**src/sv/perspective_remap_pixel_fetch_macros.svh**
```systemverilog
// Assertion macros for the perspective remap pixel fetch block.
// Used by the top level; needs a clock and reset in scope.
`ifndef PERSPECTIVE_REMAP_PIXEL_FETCH_MACROS_SVH
`define PERSPECTIVE_REMAP_PIXEL_FETCH_MACROS_SVH

// Same-cycle implication, off during reset.
`define PRPF_ASSERT_IMPL(lbl, ante, cons, msg) \
   lbl: assert property (@(posedge clock) disable iff (reset) (ante) |-> (cons)) \
      else $error(msg);

// Implication with the consequent delayed by the dly argument.
`define PRPF_ASSERT_DELAY(lbl, ante, dly, cons, msg) \
   lbl: assert property (@(posedge clock) disable iff (reset) (ante) |-> ##(dly) (cons)) \
      else $error(msg);

`endif

```
**src/sv/prpf_pkg.sv**
```systemverilog
// Shared constants, types and codes of the perspective remap pixel fetch block.
// No dependencies.
package prpf_pkg;

   localparam int SRC_WIDTH   = 640;
   localparam int SRC_HEIGHT  = 480;
   localparam int FRAME_DEPTH = SRC_WIDTH * SRC_HEIGHT;
   localparam int ADDR_W      = $clog2(FRAME_DEPTH);

   localparam int COL_W = 10;
   localparam int ROW_W = 9;
   localparam int RGB_W = 24;

   // quotient bits, magnitude bits and divisor bits of the two dividers
   localparam int Q_W   = 11;
   localparam int MAG_W = 24;
   localparam int DEN_W = 15;

   // three arithmetic stages, magnitude stage, divider stages, address, memory
   localparam int PIPE_DEPTH = 4 + Q_W + 2;

   localparam logic [25:0] SQRT2_Q24 = 26'd23726566;
   localparam logic [25:0] U_A0  = 26'd2794168;
   localparam logic [25:0] U_AI  = 26'd5213;
   localparam logic [23:0] U_T0  = 24'd3952854;
   localparam logic [23:0] U_TJ  = 24'd3195;
   localparam logic [DEN_W-1:0] U_D0 = 15'd12372;
   localparam logic [DEN_W-1:0] U_DJ = 15'd10;
   localparam logic [23:0] V_N0  = 24'd5151;
   localparam logic [23:0] V_NJ  = 24'd7045;
   localparam logic [DEN_W-1:0] V_D0 = 15'd30930;
   localparam logic [DEN_W-1:0] V_DJ = 15'd25;

   localparam logic CMD_LOAD  = 1'b0;
   localparam logic CMD_FETCH = 1'b1;

   typedef struct packed {
      logic             fetch;
      logic [COL_W-1:0] col;
      logic [ROW_W-1:0] row;
      logic [RGB_W-1:0] rgb;
   } item_type;

   typedef struct packed {
      logic              valid;
      logic              fetch;
      logic              mapped;
      logic              wr_en;
      logic [ADDR_W-1:0] addr;
      logic [RGB_W-1:0]  rgb;
   } mem_op_type;

endpackage

```
**src/sv/prpf_map.sv**
```systemverilog
// Coordinate mapping pipeline: multipliers, adders and two pipelined dividers.
// Depends on prpf_pkg; emits one frame memory operation per item.
module prpf_map
   import prpf_pkg::*;
(
   input  logic       clock,
   input  logic       reset,
   input  logic       in_valid,
   input  item_type   in_item,
   output mem_op_type op
);

   // stage 1
   logic             s1_valid_ff;
   item_type         s1_item_ff;
   logic [25:0]      s1_ua_ff, s1_ua_in;
   logic [23:0]      s1_ut1_ff, s1_ut1_in, s1_vnum_ff, s1_vnum_in;
   logic [DEN_W-1:0] s1_uden_ff, s1_uden_in, s1_vden_ff, s1_vden_in;
   // stage 2
   logic             s2_valid_ff;
   item_type         s2_item_ff;
   logic [51:0]      s2_prod_ff, s2_prod_in;
   logic [23:0]      s2_ut1_ff, s2_vnum_ff;
   logic [DEN_W-1:0] s2_uden_ff, s2_vden_ff;
   // stage 3
   logic             s3_valid_ff;
   item_type         s3_item_ff;
   logic [51:0]      s3_unum_ff, s3_unum_in;
   logic [23:0]      s3_vnum_ff;
   logic [DEN_W-1:0] s3_uden_ff, s3_vden_ff;
   // divider stages; index 0 is the magnitude stage
   logic             d_valid_ff [0:Q_W];
   item_type         d_item_ff  [0:Q_W];
   logic             d_uneg_ff  [0:Q_W];
   logic             d_vneg_ff  [0:Q_W];
   logic [MAG_W-1:0] d_urem_ff  [0:Q_W];
   logic [MAG_W-1:0] d_vrem_ff  [0:Q_W];
   logic [Q_W-1:0]   d_uq_ff    [0:Q_W];
   logic [Q_W-1:0]   d_vq_ff    [0:Q_W];
   logic [DEN_W-1:0] d_uden_ff  [0:Q_W];
   logic [DEN_W-1:0] d_vden_ff  [0:Q_W];
   logic [51:0]      umag_full;
   logic [23:0]      vmag_full;
   // address stage
   mem_op_type       op_ff, op_in;
   logic [Q_W-1:0]   fin_uq, fin_vq;

   assign s1_ua_in   = U_A0 - 26'(in_item.col) * U_AI;
   assign s1_ut1_in  = 24'(in_item.row) * U_TJ - U_T0;
   assign s1_vnum_in = V_N0 - 24'(in_item.row) * V_NJ;
   assign s1_uden_in = U_D0 - 15'(in_item.row) * U_DJ;
   assign s1_vden_in = V_D0 - 15'(in_item.row) * V_DJ;

   assign s2_prod_in = 52'($signed(s1_ua_ff) * $signed(SQRT2_Q24));

   assign s3_unum_in = {{4{s2_ut1_ff[23]}}, s2_ut1_ff, 24'b0} + s2_prod_ff;

   assign umag_full = s3_unum_ff[51] ? (~s3_unum_ff + 52'd1) : s3_unum_ff;
   assign vmag_full = s3_vnum_ff[23] ? (~s3_vnum_ff + 24'd1) : s3_vnum_ff;

   always_ff @(posedge clock) begin
      if (reset) begin
         s1_valid_ff   <= 1'b0;
         s2_valid_ff   <= 1'b0;
         s3_valid_ff   <= 1'b0;
         d_valid_ff[0] <= 1'b0;
      end else begin
         s1_valid_ff   <= in_valid;
         s2_valid_ff   <= s1_valid_ff;
         s3_valid_ff   <= s2_valid_ff;
         d_valid_ff[0] <= s3_valid_ff;
      end
   end

   always_ff @(posedge clock) begin
      s1_item_ff <= in_item;
      s1_ua_ff   <= s1_ua_in;
      s1_ut1_ff  <= s1_ut1_in;
      s1_vnum_ff <= s1_vnum_in;
      s1_uden_ff <= s1_uden_in;
      s1_vden_ff <= s1_vden_in;

      s2_item_ff <= s1_item_ff;
      s2_prod_ff <= s2_prod_in;
      s2_ut1_ff  <= s1_ut1_ff;
      s2_vnum_ff <= s1_vnum_ff;
      s2_uden_ff <= s1_uden_ff;
      s2_vden_ff <= s1_vden_ff;

      s3_item_ff <= s2_item_ff;
      s3_unum_ff <= s3_unum_in;
      s3_vnum_ff <= s2_vnum_ff;
      s3_uden_ff <= s2_uden_ff;
      s3_vden_ff <= s2_vden_ff;

      // drop the 24 fraction bits: floor of floor gives the same quotient
      d_item_ff[0] <= s3_item_ff;
      d_uneg_ff[0] <= s3_unum_ff[51];
      d_vneg_ff[0] <= s3_vnum_ff[23];
      d_urem_ff[0] <= umag_full[47:24];
      d_vrem_ff[0] <= vmag_full;
      d_uq_ff[0]   <= '0;
      d_vq_ff[0]   <= '0;
      d_uden_ff[0] <= s3_uden_ff;
      d_vden_ff[0] <= s3_vden_ff;
   end

   // one restoring quotient bit per stage, most significant first
   for (genvar k = 0; k < Q_W; k++) begin : g_div
      localparam int SH = Q_W - 1 - k;
      logic [MAG_W+1:0] u_trial, v_trial;
      logic             u_ge, v_ge;

      assign u_trial = (MAG_W+2)'(d_uden_ff[k]) << SH;
      assign v_trial = (MAG_W+2)'(d_vden_ff[k]) << SH;
      assign u_ge    = (MAG_W+2)'(d_urem_ff[k]) >= u_trial;
      assign v_ge    = (MAG_W+2)'(d_vrem_ff[k]) >= v_trial;

      always_ff @(posedge clock) begin
         if (reset) begin
            d_valid_ff[k+1] <= 1'b0;
         end else begin
            d_valid_ff[k+1] <= d_valid_ff[k];
         end
      end

      always_ff @(posedge clock) begin
         d_item_ff[k+1] <= d_item_ff[k];
         d_uneg_ff[k+1] <= d_uneg_ff[k];
         d_vneg_ff[k+1] <= d_vneg_ff[k];
         d_uden_ff[k+1] <= d_uden_ff[k];
         d_vden_ff[k+1] <= d_vden_ff[k];
         d_urem_ff[k+1] <= u_ge ? MAG_W'((MAG_W+2)'(d_urem_ff[k]) - u_trial) : d_urem_ff[k];
         d_vrem_ff[k+1] <= v_ge ? MAG_W'((MAG_W+2)'(d_vrem_ff[k]) - v_trial) : d_vrem_ff[k];
         d_uq_ff[k+1]   <= {d_uq_ff[k][Q_W-2:0], u_ge};
         d_vq_ff[k+1]   <= {d_vq_ff[k][Q_W-2:0], v_ge};
      end
   end

   assign fin_uq = d_uq_ff[Q_W];
   assign fin_vq = d_vq_ff[Q_W];

   // divisors are always negative: a negative numerator gives a non-negative result
   always_comb begin
      op_in.valid  = d_valid_ff[Q_W];
      op_in.fetch  = d_item_ff[Q_W].fetch == CMD_FETCH;
      op_in.rgb    = d_item_ff[Q_W].rgb;
      op_in.mapped = op_in.fetch
                     && (d_uneg_ff[Q_W] || fin_uq == '0) && 32'(fin_uq) < SRC_WIDTH
                     && (d_vneg_ff[Q_W] || fin_vq == '0) && 32'(fin_vq) < SRC_HEIGHT;
      op_in.wr_en  = !op_in.fetch
                     && 32'(d_item_ff[Q_W].col) < SRC_WIDTH
                     && 32'(d_item_ff[Q_W].row) < SRC_HEIGHT;
      if (op_in.fetch) begin
         op_in.addr = ADDR_W'(32'(fin_vq) * 32'(SRC_WIDTH) + 32'(fin_uq));
      end else begin
         op_in.addr = ADDR_W'(32'(d_item_ff[Q_W].row) * 32'(SRC_WIDTH)
                              + 32'(d_item_ff[Q_W].col));
      end
   end

   always_ff @(posedge clock) begin
      if (reset) begin
         op_ff.valid <= 1'b0;
      end else begin
         op_ff.valid <= op_in.valid;
      end
   end

   always_ff @(posedge clock) begin
      op_ff.fetch  <= op_in.fetch;
      op_ff.mapped <= op_in.mapped;
      op_ff.wr_en  <= op_in.wr_en;
      op_ff.addr   <= op_in.addr;
      op_ff.rgb    <= op_in.rgb;
   end

   assign op = op_ff;

endmodule

```
**config.mk**
```make
export PLATFORM = sky130hd
export DESIGN_NAME = prpf_map
export DESIGN_NICKNAME = d
export VERILOG_FILES = /design/src/sv/perspective_remap_pixel_fetch_macros.svh /design/src/sv/prpf_pkg.sv /design/src/sv/prpf_map.sv
export SDC_FILE = /design/constraint.sdc
export NUM_CORES = 2
export LEC_CHECK = 0
export BUFFER_PORTS_ARGS = -buffer_cell sky130_fd_sc_hd__buf_2
export CAP_MARGIN = 40
export CORE_ASPECT_RATIO = 0.7
export CORE_MARGIN = 1.5
export CORE_UTILIZATION = 45
export CTS_CLUSTER_SIZE = 20
export DETAILED_ROUTE_END_ITERATION = 8
export PLACE_DENSITY_LB_ADDON = 0.12
export SLEW_MARGIN = 10
export SYNTH_ARGS = -nofsm -noshare
export SYNTH_HDL_FRONTEND = slang
export SYNTH_SLANG_ARGS = --single-unit
```
**constraint.sdc**
```tcl
create_clock -name clock -period 15.2 [get_ports clock]
set_input_delay 2.28 -clock clock [delete_from_list [all_inputs] [get_ports clock]]
set_output_delay 2.28 -clock clock [all_outputs]
set_load 0.01 [all_outputs]
```
# After elaboration in Yosys (flattened, before gate mapping)
# Memory sizes are Yosys's and may differ from the RTL's. A register that Yosys moved wholly into a read port is not among the register bits.
# Index checks and enable logic that the tools add are counted.
[totals]
elab_cells = 175
ff_bits = 513
out_inout_bits = 47
n_memories = 10
ram_bits = 1764
[op_classes]
magnitude_cmp = 26
addsub = 32
n_mul = 8
mux = 40
n_bitwise = 14
n_reduce_logical = 11
[mem_list]
columns = ["name", "words", "width", "rd", "rd_ports_with_merged_regs", "write_ports", "line", "text"]
rows = [
  ["d_item_ff", 12, 44, 12, 0, 12, "prpf_map.sv:33", "item_type d_item_ff [0:Q_W];"],
  ["d_urem_ff", 12, 24, 11, 0, 12, "prpf_map.sv:36", "logic [MAG_W-1:0] d_urem_ff [0:Q_W];"],
  ["d_vrem_ff", 12, 24, 11, 0, 12, "prpf_map.sv:37", "logic [MAG_W-1:0] d_vrem_ff [0:Q_W];"],
  ["d_uden_ff", 12, 15, 11, 0, 12, "prpf_map.sv:40", "logic [DEN_W-1:0] d_uden_ff [0:Q_W];"],
  ["d_vden_ff", 12, 15, 11, 0, 12, "prpf_map.sv:41", "logic [DEN_W-1:0] d_vden_ff [0:Q_W];"],
  ["d_uq_ff", 12, 11, 12, 0, 12, "prpf_map.sv:38", "logic [Q_W-1:0] d_uq_ff [0:Q_W];"],
  ["+4 memories", "--", "--", "--", "--", "--", "--", ""],
]
[ops]
columns = ["operator", "count"]
rows = [
  ["$mux 24", 23],
  ["$sub 24x24->24", 4],
  ["$add 52x52->52", 1],
  ["$ge 24x25->1", 2],
  ["$mul 24x25->49 const B", 1],
  ["$add 48x1->48 const B", 1],
  ["$ge 24x15->1", 2],
  ["$ge 24x16->1", 2],
  ["$ge 24x17->1", 2],
  ["$ge 24x18->1", 2],
  ["$ge 24x19->1", 2],
  ["$ge 24x20->1", 2],
  ["$ge 24x21->1", 2],
  ["$ge 24x22->1", 2],
  ["$ge 24x23->1", 2],
  ["$ge 24x24->1", 2],
  ["$mux 48", 1],
  ["$not 48->48", 1],
  ["$sub 24x15->24", 2],
  ["$sub 24x16->24", 2],
  ["$sub 24x17->24", 2],
  ["$sub 24x18->24", 2],
  ["$sub 24x19->24", 2],
  ["$sub 24x20->24", 2],
  ["29 further kinds", 65],
]

# Logic depth before layout (Yosys ltp)
# An unclocked memory read counts as a cell.
[depth]
word_depth = 7
ltp_mapped = 26
ltp_nobuf = 25

# Worst setup path before layout
# No wires, ideal clock.
[synth_path]
path_kind = "input to register"
start = "input in_item[32] (netlist name)"
end = "register, netlist name s1_ut1_ff[22]"
path_stages = 17
setup_ps = 123
slack_ps = 8284
arrival_ps = 6793
cell_sequence = "clkbuf_1 > inv_1 > ha_1 > fa_1 > fa_1 > inv_1 > fa_1 > ha_1 > ha_1 > inv_1 > o21bai_1 > a21oi_1 > or4b_2 > a21oi_1 > o221ai_1 > nor2_1 > a211oi_1"
[synth_via]
elab_chain_len = 2
[synth_lines]
columns = ["item", "line", "text"]
rows = [
  ["start: declaration", "prpf_map.sv:9", "input item_type in_item,"],
  ["$mul 9x12->21", "prpf_map.sv:49", "assign s1_ut1_in = 24'(in_item.row) * U_TJ - U_T0;"],
  ["$sub 21x22->23", "prpf_map.sv:49", ""],
  ["named net s1_ut1_in[22]", "prpf_map.sv:17", "logic [23:0] s1_ut1_ff, s1_ut1_in, s1_vnum_ff, s1_vnum_in;"],
]
# The timed path passes the listed nets, and every way through them passes these cells.
# A chain may end at the register's enable or synchronous reset.

# Worst setup path after layout
[layout_path]
start = "register s1_ua_ff[7]"
end = "register s2_prod_ff[47]"
[layout_via]
elab_chain_len = 1
[layout_lines]
columns = ["item", "line", "text"]
rows = [
  ["start: declaration", "prpf_map.sv:16", "logic [25:0] s1_ua_ff, s1_ua_in;"],
  ["start signal: assignment", "prpf_map.sv:77", "s1_ua_ff <= s1_ua_in;"],
  ["$mul 24x25->49", "prpf_map.sv:54", "assign s2_prod_in = 52'($signed(s1_ua_ff) * $signed(SQRT2_Q24));"],
  ["named net s2_prod_in[47]", "prpf_map.sv:22", "logic [51:0] s2_prod_ff, s2_prod_in;"],
  ["end signal: assignment", "prpf_map.sv:84", "s2_prod_ff <= s2_prod_in;"],
  ["end: declaration", "prpf_map.sv:22", ""],
]
# The timed path passes the listed nets, and every way through them passes these cells.

==> reports/results.txt <==
Ys flop type: dfxtp_1
Post-synthesis register bit count: 1,985
Post-synth cell types: 84
# rows: 129
CP Capture Type: register
Setup Skew: 28.0 ps
WP data required: 15,930 ps
CP Max Fanout: 10
CTS Root Cell: clkbuf_16
Post-CTS Resized: 0
Io pins: 94
Least-Margin Pin Slew: 927 ps
Gpl congestion: 0.892
Maximum operating frequency: 137 MHz
Number of enable flip-flop cells after synthesis: 0
Sequential-to-total area share from yosys stat: 0.492
Core area: 178,000 um2
Clk buf depth: 3
Initial core utilization: 0.455
Syn Std Cell Area: 80,800 um2
Layout cell share with drive strength beyond 1: 0.0730
Slew Limit Fails: 0
Die Width: 510 um
Syn Inst Count: 7,390
FILL cells: 15.7k
Hold buffer count at CTS: 0
Worst Hold Class: reg2reg
Initial drt markers: 2,588
Die height: 358 um
Vias per inst: 4.80
Global-route wire length before repair: 253,000 um
Crit path DAT: 8020 ps
Highest-count cells in the layout ignoring fill and taps: dfxtp_1 (1,984), inv_1 (1,047), ha_1 (905)
Critical setup path kind: reg2reg
Worst setup SP type: register
Post-Syn Nets: 8,655
CP dominant cell by count: fa_1
Clk sink count: 1,985
Final Hold Vio Count: 0
Post-CTS Setup Bufs: 0
Clock Latency Late Sink: 810 ps
Num CTS Buffers: 185
WL final: 156,000 um
Most common cell after layout, fill and taps aside: dfxtp_1
Headroom to the max-slew limit: 0.377
H-tree depth: 4
RSZ-0062 raised after global routing: no
Final setup violation count: 0
Sequential Area: 39,700 um2
Gr ovfl total: 0
Max-cap viol count: 0
Fin crit period: 7290 ps
Post-DP HPWL: 123,000 um
CP cell instances: fa_1 > inv_1 > fa_1 > fa_1 > inv_1 > ha_1 > ha_1 > fa_1 > inv_1 > fa_1 > inv_1 > ha_1 > nand2_1 > nor2_1 > and3_1 > a211oi_1 > o21ai_0 > a221o_1 > a21oi_1 > nor2_1 > a2111oi_0 > xnor2_1
Ys async rst share: 0
Port Buffers: 93
Iteration count of the initial detailed-routing pass: 7
Tcrit/Tclk final: 0.479
Area Overhead vs Synth: 12.5%
Drt wl/cell: 15.4 um
Synthesized area per cell: 10.9 um2
# DRC: 0
Total track usage: 0.172
CTS tree: yes
Status: completed
Largest net degree at the start of global routing: 34
DIE AREA: 182,000 um2
CP peak stage delay: 720 ps
DRT antenna net count: 0
Fin Setup TNS: 0 ps
Vias in the first global route: 48.7k
Total number of vias: 48.6k
Yosys warnings: 0
Nets: 8,880
Multi-input gate area: 36,900 um2
CP max-delay cell: dfxtp_1
Clk pin slew, worst setup/hold paths: 70 ps
Initial antenna violation count: 11
per-stage QoR:
| stage | utilization | hold WS (ps) | instance area [um2] | setup WS [ps] | instances |
|---|---|---|---|---|---|
| after CTS | 0.512 | 302 | 91000 | 7940 | 10100 |
| after detailed placement | 0.474 | 312 | 84200 | 7520 | 9786 |
| final | 0.512 | 311 | 91000 | 7910 | 10100 |
| after global routing | 0.512 | 313 | 91000 | 7430 | 10100 |
| after global placement | 0.474 | 310 | 84100 | 7500 | 9775 |
| after floorplan | - | 310 | 80800 | 8280 | 7390 |
cell usage after synthesis, types with 65 or more instances:
master    count  area, um2
xor2_1      164       1440
o21ai_0     272       1360
clkbuf_1     67        251
inv_1      1047       3930
nand2_1     273       1020
fa_1        313       6270
dfxtp_1    1985      39700
nand3_1      65        325
xnor2_1     327       2860
nand2b_1     75        469
ha_1        905      11300
a21o_1      136       1020
nor3_1      102        510
a21oi_1     409       2050
mux2_2       84        946
nor2_1      358       1340
nor2b_1      99        619
worst max-delay path, delay by kind of cell (launching register included):
family / cells / cell delay (ps)
simple gates: 4 / 440
fa+ha+maj: 8 / 3580
buf+inv: 4 / 220
compound gates: 5 / 2090
flops: 1 / 720
xor+xnor: 1 / 170
metal layers:
| metal | vias to the layer above | global-route usage | routed length (um) |
|---|---|---|---|
| li1 | 25000 | - | - |
| met1 | 22600 | 0.255 | 83100 |
| met2 | 795 | 0.258 | 63400 |
| met3 | 250 | 0.0280 | 5990 |
| met4 | 6 | 0.0474 | 3420 |
| met5 | - | 0 | 37 |
cells by family after synthesis:
| kind of cell | share of synthesized area |
|---|---|
| muxes | 0.0152 |
| DFF | 0.492 |
| xor gates and xnor gates | 0.0532 |
| and+or+nand+nor | 0.0787 |
| buffers and inverters | 0.0521 |
| AOI/OAI and AO/OA | 0.0915 |
| adders and majority gates | 0.218 |
| other | 0.0000464 |
sequential cells by signal (all words and copies together), names as in the netlist, 42 cells and up:
register and flops:
s2_item_ff 43, d_urem_ff 264, op 47, s1_item_ff 42
s2_prod_ff 48, d_uq_ff 66, d_item_ff 517, d_uden_ff 123
d_vq_ff 66, d_vrem_ff 264, d_vden_ff 163, s3_item_ff 43
s3_unum_ff 47
cell type report:
type / instances / area share
Clock buffer: 255 / 0.0584
Inverter: 1048 / 0.0432
Timing Repair Buffer: 112 / 0.00746
Tap cell: 2358 / 0.0324
Multi-Input combinational cell: 4283 / 0.406
Clock inverter: 89 / 0.0154
Antenna cell: 1 / 0.0000275
Sequential cell: 1985 / 0.437
final timing paths:
path	cells past startpoint	from	end	slack [ps]
min	0	s1_ut1_ff[5]	s2_ut1_ff[5]	310
min reg2reg	0	s1_ut1_ff[5]	s2_ut1_ff[5]	310
max	22	s1_ua_ff[7]	s2_prod_ff[47]	7910
max reg2reg	22	s1_ua_ff[7]	s2_prod_ff[47]	7910
Power is left out: the tool's default activity adds up to more than one toggle a clock period on the data nets, which glitch-free logic cannot reach.
